<file path="config.mk">
export PLATFORM = sky130hd
export DESIGN_NAME = mlgi_blend
export DESIGN_NICKNAME = d
export VERILOG_FILES = /design/src/mlgi_pkg.sv /design/src/mlgi_blend.sv
export SDC_FILE = /design/constraint.sdc
export NUM_CORES = 2
export LEC_CHECK = 0
export BUFFER_PORTS_ARGS = -buffer_cell sky130_fd_sc_hd__buf_2
export CAP_MARGIN = 40
export CELL_PAD_IN_SITES_DETAIL_PLACEMENT = 1
export CELL_PAD_IN_SITES_GLOBAL_PLACEMENT = 1
export CORE_ASPECT_RATIO = 0.7
export CORE_UTILIZATION = 46
export DETAILED_ROUTE_END_ITERATION = 7
export PLACE_DENSITY_LB_ADDON = 0.1
export RECOVER_POWER = 50
export SLEW_MARGIN = 20
export SYNTH_ARGS = -nofsm -noshare
export SYNTH_HDL_FRONTEND = slang
export SYNTH_SLANG_ARGS = --single-unit
export TNS_END_PERCENT = 10
</file>
<file path="constraint.sdc">
create_clock -name clk -period 16 [get_ports clk]
set_clock_uncertainty 0.1 [all_clocks]
set_input_delay 2.4 -clock clk [delete_from_list [all_inputs] [get_ports clk]]
set_output_delay 2.4 -clock clk [all_outputs]
set_load 0.05 [all_outputs]
</file>
<file path="src/mlgi_pkg.sv">
package mlgi_pkg;

	localparam int MaxDims       = 5;
	localparam int MaxGridPoints = 16;
	localparam int GridDepth     = MaxDims * MaxGridPoints;
	localparam int TableDepth    = 65536;

	// input item kinds
	localparam logic [1:0] KIND_GRID  = 2'd0;
	localparam logic [1:0] KIND_TABLE = 2'd1;
	localparam logic [1:0] KIND_QUERY = 2'd2;

	// result status codes
	localparam logic [1:0] ST_OK  = 2'd0;
	localparam logic [1:0] ST_BAD = 2'd1;
	localparam logic [1:0] ST_SAT = 2'd2;

	// configuration register indexes
	localparam logic [2:0] CFG_DIM_COUNT = 3'd0;
	localparam logic [2:0] CFG_PTS_FIRST = 3'd1;
	localparam logic [2:0] CFG_PTS_LAST  = 3'd5;

	typedef enum logic [3:0] {
		S_IDLE, S_G0, S_G1, S_GCHK, S_DIV, S_X0, S_X1, S_XCHK,
		S_CA, S_TRD, S_TV, S_PUSH, S_BWAIT, S_OUT
	} mlgi_state_t;

	typedef enum logic [2:0] {
		BL_IDLE, BL_MUL, BL_SUM, BL_DIV, BL_FIN
	} blend_phase_t;

	// one linear blend: f0 + (c - x0) * (f1 - f0) / (x1 - x0)
	typedef struct packed {
		logic signed [31:0] c;
		logic signed [31:0] x0;
		logic signed [31:0] x1;
		logic signed [31:0] f0;
		logic signed [31:0] f1;
	} blend_req_t;

	typedef struct packed {
		logic               busy;
		logic               done;
		logic signed [31:0] value;
		logic               sat;
	} blend_rsp_t;

	function automatic logic [2:0] dims_clamp(input logic [2:0] v);
		if (v == 3'd0)
			return 3'd1;
		else if (v > 3'(MaxDims))
			return 3'(MaxDims);
		else
			return v;
	endfunction

	function automatic logic [4:0] pts_clamp(input logic [4:0] v);
		if (v < 5'd2)
			return 5'd2;
		else if (v > 5'(MaxGridPoints))
			return 5'(MaxGridPoints);
		else
			return v;
	endfunction

endpackage

</file>
<file path="src/mlgi_blend.sv">
// Sequential linear blend: 32x32 multiply, cross-term add, then a
// restoring divide one quotient bit per cycle, saturating result.
module mlgi_blend
	import mlgi_pkg::*;
(
	input  logic       clk,
	input  logic       arst_n,
	input  logic       start,
	input  blend_req_t req,
	output blend_rsp_t rsp
);

	localparam int ProdW = 66;

	blend_phase_t       ph_q, ph_d;
	logic [32:0]        a_q, b_q, den_q;
	logic               neg_q;
	logic signed [31:0] f0_q;
	logic [63:0]        p0_s1;
	logic [ProdW-1:0]   prod_q;
	logic [6:0]         cnt_q;
	logic [32:0]        r_q;
	logic [40:0]        q_q;
	logic               big_q;
	logic               done_q;
	logic signed [31:0] val_q;
	logic               sat_q;

	logic signed [32:0] dt, df;
	logic [ProdW-1:0]   t1, t2, t3;
	logic [33:0]        rs;
	logic               ge;
	logic [42:0]        mag;
	logic signed [42:0] f0e, sum;

	// operand setup
	assign dt = {req.c[31], req.c} - {req.x0[31], req.x0};
	assign df = {req.f1[31], req.f1} - {req.f0[31], req.f0};

	// cross terms of the 33-bit magnitudes
	assign t1 = a_q[32] ? {2'b00, b_q[31:0], 32'd0} : '0;
	assign t2 = b_q[32] ? {2'b00, a_q[31:0], 32'd0} : '0;
	assign t3 = (a_q[32] & b_q[32]) ? {2'b01, 64'd0} : '0;

	// divide step
	assign rs = {r_q, prod_q[cnt_q]};
	assign ge = rs >= {1'b0, den_q};

	// final add and saturation; a huge quotient is held at 2^40
	assign mag = big_q ? 43'h100_0000_0000 : {2'b00, q_q};
	assign f0e = 43'(f0_q);
	assign sum = neg_q ? f0e - $signed(mag) : f0e + $signed(mag);

	always_ff @(posedge clk or negedge arst_n) begin
		if (!arst_n) begin
			ph_q   <= BL_IDLE;
			done_q <= 1'b0;
		end else begin
			ph_q   <= ph_d;
			done_q <= (ph_q == BL_FIN);
		end
	end

	always_comb begin
		ph_d = ph_q;
		case (ph_q)
			BL_IDLE: if (start) ph_d = BL_MUL;
			BL_MUL:  ph_d = BL_SUM;
			BL_SUM:  ph_d = BL_DIV;
			BL_DIV:  if (cnt_q == 7'd0) ph_d = BL_FIN;
			BL_FIN:  ph_d = BL_IDLE;
			default: ph_d = BL_IDLE;
		endcase
	end

	// datapath
	always_ff @(posedge clk) begin
		case (ph_q)
			BL_IDLE: begin
				if (start) begin
					a_q   <= dt[32] ? 33'(-dt) : 33'(dt);
					b_q   <= df[32] ? 33'(-df) : 33'(df);
					den_q <= 33'({req.x1[31], req.x1} - {req.x0[31], req.x0});
					neg_q <= dt[32] ^ df[32];
					f0_q  <= req.f0;
				end
			end
			BL_MUL: p0_s1 <= a_q[31:0] * b_q[31:0];
			BL_SUM: begin
				prod_q <= {2'b00, p0_s1} + t1 + t2 + t3;
				cnt_q  <= 7'(ProdW - 1);
				r_q    <= '0;
				q_q    <= '0;
				big_q  <= 1'b0;
			end
			BL_DIV: begin
				r_q   <= ge ? 33'(rs - {1'b0, den_q}) : rs[32:0];
				q_q   <= {q_q[39:0], ge};
				big_q <= big_q | q_q[39];
				cnt_q <= cnt_q - 7'd1;
			end
			BL_FIN: begin
				if (sum > 43'sd2147483647) begin
					val_q <= 32'sh7FFF_FFFF;
					sat_q <= 1'b1;
				end else if (sum < -43'sd2147483648) begin
					val_q <= 32'sh8000_0000;
					sat_q <= 1'b1;
				end else begin
					val_q <= sum[31:0];
					sat_q <= 1'b0;
				end
			end
			default: ;
		endcase
	end

	assign rsp.busy  = (ph_q != BL_IDLE);
	assign rsp.done  = done_q;
	assign rsp.value = val_q;
	assign rsp.sat   = sat_q;

	a_div_ends_in_fin: assert property (@(posedge clk) disable iff (!arst_n)
		(ph_q == BL_DIV && cnt_q == 7'd0) |=> ph_q == BL_FIN)
		else $error("divide did not finish");
	a_done_after_fin: assert property (@(posedge clk) disable iff (!arst_n)
		done_q |-> $past(ph_q) == BL_FIN)
		else $error("done without finish");
	a_no_start_busy: assert property (@(posedge clk) disable iff (!arst_n)
		start |-> ph_q == BL_IDLE)
		else $error("blend started while busy");

endmodule

</file>
==> results <==
- Yosys printed 0 warnings.
- The first global-routing pass estimated 297 mm of wire.
- The tree built by TritonCTS fans out to about 380 sinks.
- For this block, the routed nets add up to between 150 and 200 mm of wire.
- The count of nets left with antenna violations once routing finished came out at 0.
- The most frequent standard cell in the layout excluding fill and tap cells is sky130_fd_sc_hd__inv_1.
- The number of remaining DRC errors is 0.
- Gates resized during post-CTS repair numbered 0.
- Tracing the worst setup path back leads to its startpoint at b_q[0]$_DFFE_PP_.
- In this run the count of I/O pins placed on the die edge is just under 200.
- The final reports fail on max-capacitance violations, max-slew violations.
- The number of nets in the finished design is roughly 8000.
- Clock-pin slew was measured on the worst setup and hold paths at ~60 ps.
- The number of clock buffers added by TritonCTS is 49.
- The number of rows in the core area is 110.
- The reg-to-reg critical path endpoint is p0_s1[63]$_DFFE_PP_.
- The relative max-transition margin is -1.12.
- The per-cell via count in the routed design is 5.58.
- The depth of the CTS H-tree is 2.
- The clock tree from TritonCTS is done.
- The final routed wire length divided by cell count is approximately 23 um.
- The primary flip-flop cell chosen by synthesis mapping is sky130_fd_sc_hd__edfxtp_1.
- Of the available clock period, the critical path in the final layout requires 0.599.
- In the synthesized netlist, the number of instances is 6382.
- The number of buffers added for setup after CTS is 0.
- The routed via count is ~46000.
- The post-synthesis net count is between 7000 and 8000.
- The most critical setup path has its endpoint at p0_s1[63]$_DFFE_PP_.
- The leakage dissipation is 0.0302 uW.
- The reported max-cap violation count is 8.
- After routing the design area is 0.0650 mm^2.
- Of all nets on the critical path, the largest fanout is 33.
- The post-place setup slack is just under 7000 ps.
- The final setup violation count is 0.
- The number of global-route vias before repair is 49800.
- The number of enable-type register cells in the synthesized netlist is roughly 380.
- Subtracting the final worst setup slack from the clock period gives 9590 ps.
- The buffer cell driving the clock tree root is sky130_fd_sc_hd__clkbuf_16.
- The average cell area after synthesis is ~9.5 um^2.
- The DRC marker count from the first detailed-route iteration is ~3300.
- Setup repair after global routing left no endpoint under its margin.
- The number of antenna violations at the first check in global routing is 12.
- The post-DP HPWL is approximately 150 mm.
- The register area share after synthesis is 0.189.
- Before antenna repair, the detailed router went through 5 iterations.
- The height of the die is around 310 um.
- The count of buffers added on input and output ports is between 150 and 200.
- Measured along the x axis, the die boundary spans roughly 440 um.
- Measured in cells, the most critical reg-to-reg path has a length of 26.
- The register area is around 0.011 mm^2.
- The clock passes through at most 3 buffers.
- In the layout the commonest cells are sky130_fd_sc_hd__inv_1, sky130_fd_sc_hd__fa_1, sky130_fd_sc_hd__and2_1.
- The final global-route overflow total is 0.
- The reg2reg setup slack is 6410 ps.
- The slew at the pin closest to its max-slew limit is between 3000 and 4000 ps.
- The core outline area is roughly 0.13 mm^2.
- Routability-driven placement finished with a final weighted congestion of around 0.9.
- Timing would allow up to between 0.1 and 0.15 GHz.
- For this run, the total global-route usage over all layers was measured as 0.289.
- The area of the die is roughly 0.13 mm^2.
- Setup slack on the critical path of the routed design comes to between 6000 and 7000 ps.
- The worst setup path is launched from a flip-flop.
- The total power density per cell area is ~57 mW/mm^2.
- For the worst-skew pair, the clock arrives at the later sink with an insertion delay of between 600 and 700 ps.
- In the final layout, the multi-input gates occupy 0.0441 mm^2.
- The filler cells instantiated in the layout total roughly 15000.
- The standard cell area after detailed placement is 0.0635 mm^2.
- The flow ran to the end, but the final reports show violations.
- For the worst setup path, the data arrival time is between 9000 and 10000 ps.
- The worst register-to-register path begins at b_q[0]$_DFFE_PP_.
- The final hold violation count was 0.
- The peak ir drop on the vdd network is around 0.09 mV.
- The startpoint-to-endpoint class of the critical path is flip-flop to flip-flop.
- The count of state elements after synthesis is between 300 and 400.
- The number of hold buffers added after CTS was 0.
- The kind of end point of the critical path is a flip-flop.
- At the worst endpoint, the required time is 16310 ps.
- For the final routed database, the setup TNS stands at 0 ps.
- Synthesis instantiated between 80 and 90 different standard cells from the library.
- After synthesis the cells add up to between 0.06 and 0.07 mm^2.
- The initial standard-cell utilization of the core is 0.467.
- The fraction of layout instances using a drive strength above 1 is 0.0606.
- The pin count of the biggest net entering global routing is 77.
- In this run the worst hold path is classified as flip-flop to flip-flop.
- Compared with the post-synthesis result, the final layout area differs by 7.38%.
- In the synthesized netlist the async set-or-reset flop fraction comes to 0.0105.
- The number of pins with negative max-slew slack in the final report is ~350.
[kinds of logic after synthesis]
group                    Yosys count  synth area share
AO/OA/AOI/OAI                    935            0.0986
buffers and inverters           1345            0.0838
flip-flops                       381             0.189
XOR/XNOR                         308            0.0445
adder cells (fa/ha/maj)         1405             0.406
multiplexers                      55            0.0135
AND/OR/NAND/NOR                 1953             0.165
[metrics by stage]
| step | cells | total power (uW) | hold slack, ps | util |
|---|---|---|---|---|
| floorplan | 6382 | 2190 | 300 | - |
| global placement | 8109 | 2480 | 301 | 0.488 |
| detailed placement | 8122 | 2530 | 306 | 0.490 |
| CTS | 8214 | 3700 | 320 | 0.502 |
| global route | 8221 | 3880 | 322 | 0.502 |
| finish | 8225 | 3680 | 318 | 0.502 |
[routing by layer]
metal  vias to the layer above  share of wire  wire length [um]  global-route usage
met5                         -        0.00016                30                   0
met4                         4          0.023              4330              0.0638
met3                       208          0.070             13200              0.0522
met2                      1207           0.43             81900               0.439
met1                     23800           0.47             89600               0.429
li1                      20700              -                 -                   -
[state kept, by name, summed over array words and instances (netlist names), 32 cells and up]
signal / cells
q_q: 41
r_q: 33
den_q: 33
b_q: 33
prod_q: 66
f0_q: 32
val_q: 32
a_q: 33
p0_s1: 64
[final cells by class]
cell class,count,share of cell area
multi-input combinational,4656,0.678
clock buffer,59,0.0196
clock inverter,33,0.00475
tap,1736,0.0334
antenna,5,0.000192
inverter,1054,0.0608
sequential,381,0.176
timing repair buffer,301,0.0277
[report_power, final]
| part | switching (uW) | internal (uW) | leakage [uW] |
|---|---|---|---|
| sequential | 62.8 | 1220 | 0.00358 |
| combinational | 736 | 516 | 0.0258 |
| clock | 521 | 626 | 0.000769 |
| total | 1320 | 2360 | 0.0302 |
[worst max-delay path, stage by stage (launching register included)]
cell and delay, ps:
sky130_fd_sc_hd__edfxtp_1 320, sky130_fd_sc_hd__clkbuf_1 1500, sky130_fd_sc_hd__nand2_1 250, sky130_fd_sc_hd__fa_1 620
sky130_fd_sc_hd__fa_1 560, sky130_fd_sc_hd__inv_1 50, sky130_fd_sc_hd__fa_1 600, sky130_fd_sc_hd__inv_1 100
sky130_fd_sc_hd__fa_1 550, sky130_fd_sc_hd__inv_1 60, sky130_fd_sc_hd__fa_1 500, sky130_fd_sc_hd__inv_1 60
sky130_fd_sc_hd__fa_1 480, sky130_fd_sc_hd__inv_1 50, sky130_fd_sc_hd__ha_1 400, sky130_fd_sc_hd__a21oi_1 100
sky130_fd_sc_hd__o21a_1 200, sky130_fd_sc_hd__o221ai_1 320, sky130_fd_sc_hd__a211oi_1 160, sky130_fd_sc_hd__o311a_1 240
sky130_fd_sc_hd__nor3_2 490, sky130_fd_sc_hd__a41oi_1 380, sky130_fd_sc_hd__o31a_1 420, sky130_fd_sc_hd__o31a_1 350
sky130_fd_sc_hd__o21ai_1 160, sky130_fd_sc_hd__a21oi_1 110, sky130_fd_sc_hd__xnor2_1 140
[how the worst min path moves through the flow]
| stage | end | slack, ps | cells past startpoint | startpoint |
|---|---|---|---|---|
| after global routing | prod_q[19]$_DFFE_PP_ | 320 | 0 | p0_s1[19]$_DFFE_PP_ |
| final | prod_q[19]$_DFFE_PP_ | 320 | 0 | p0_s1[19]$_DFFE_PP_ |
| after floorplan | prod_q[0]$_DFFE_PP_ | 300 | 0 | p0_s1[0]$_DFFE_PP_ |
| after global placement | prod_q[14]$_DFFE_PP_ | 300 | 0 | p0_s1[14]$_DFFE_PP_ |
| after detailed placement | prod_q[23]$_DFFE_PP_ | 310 | 0 | p0_s1[23]$_DFFE_PP_ |
| after CTS | prod_q[23]$_DFFE_PP_ | 320 | 0 | p0_s1[23]$_DFFE_PP_ |
[cells in the mapped netlist (all sizes together), types with 8 or more instances]
library cell     n  area [um^2]
or2             15         93.9
a41oi            9         78.8
nand3           60          300
nor2b           56          350
o311ai           9         78.8
a21o           119          893
xor2           100          876
and4             9         78.8
mux2i           32          320
and2           683         4270
a21boi          13         97.6
fa             934        18700
o21bai          28          210
o21a            42          315
a21oi          293         1470
xnor2          208         1820
buf             18         95.1
a31o            11         96.3
a211oi          33          253
nand2          602         2260
or3             21          131
o21ai          195          976
inv           1054         3960
o31ai           25          216
a221oi           8         70.1
clkbuf         273         1020
nor4            16          106
edfxtp         377        11300
nor3            58          295
nand4           30          188
and3            66          413
nand2b          42          263
mux4            21          473
o31a            14          123
a31oi           41          257
nor4b            8         82.6
nor2           267         1000
ha             471         5890
o211ai          16          120
No activity file was read; power rests on OpenSTA's default activity.
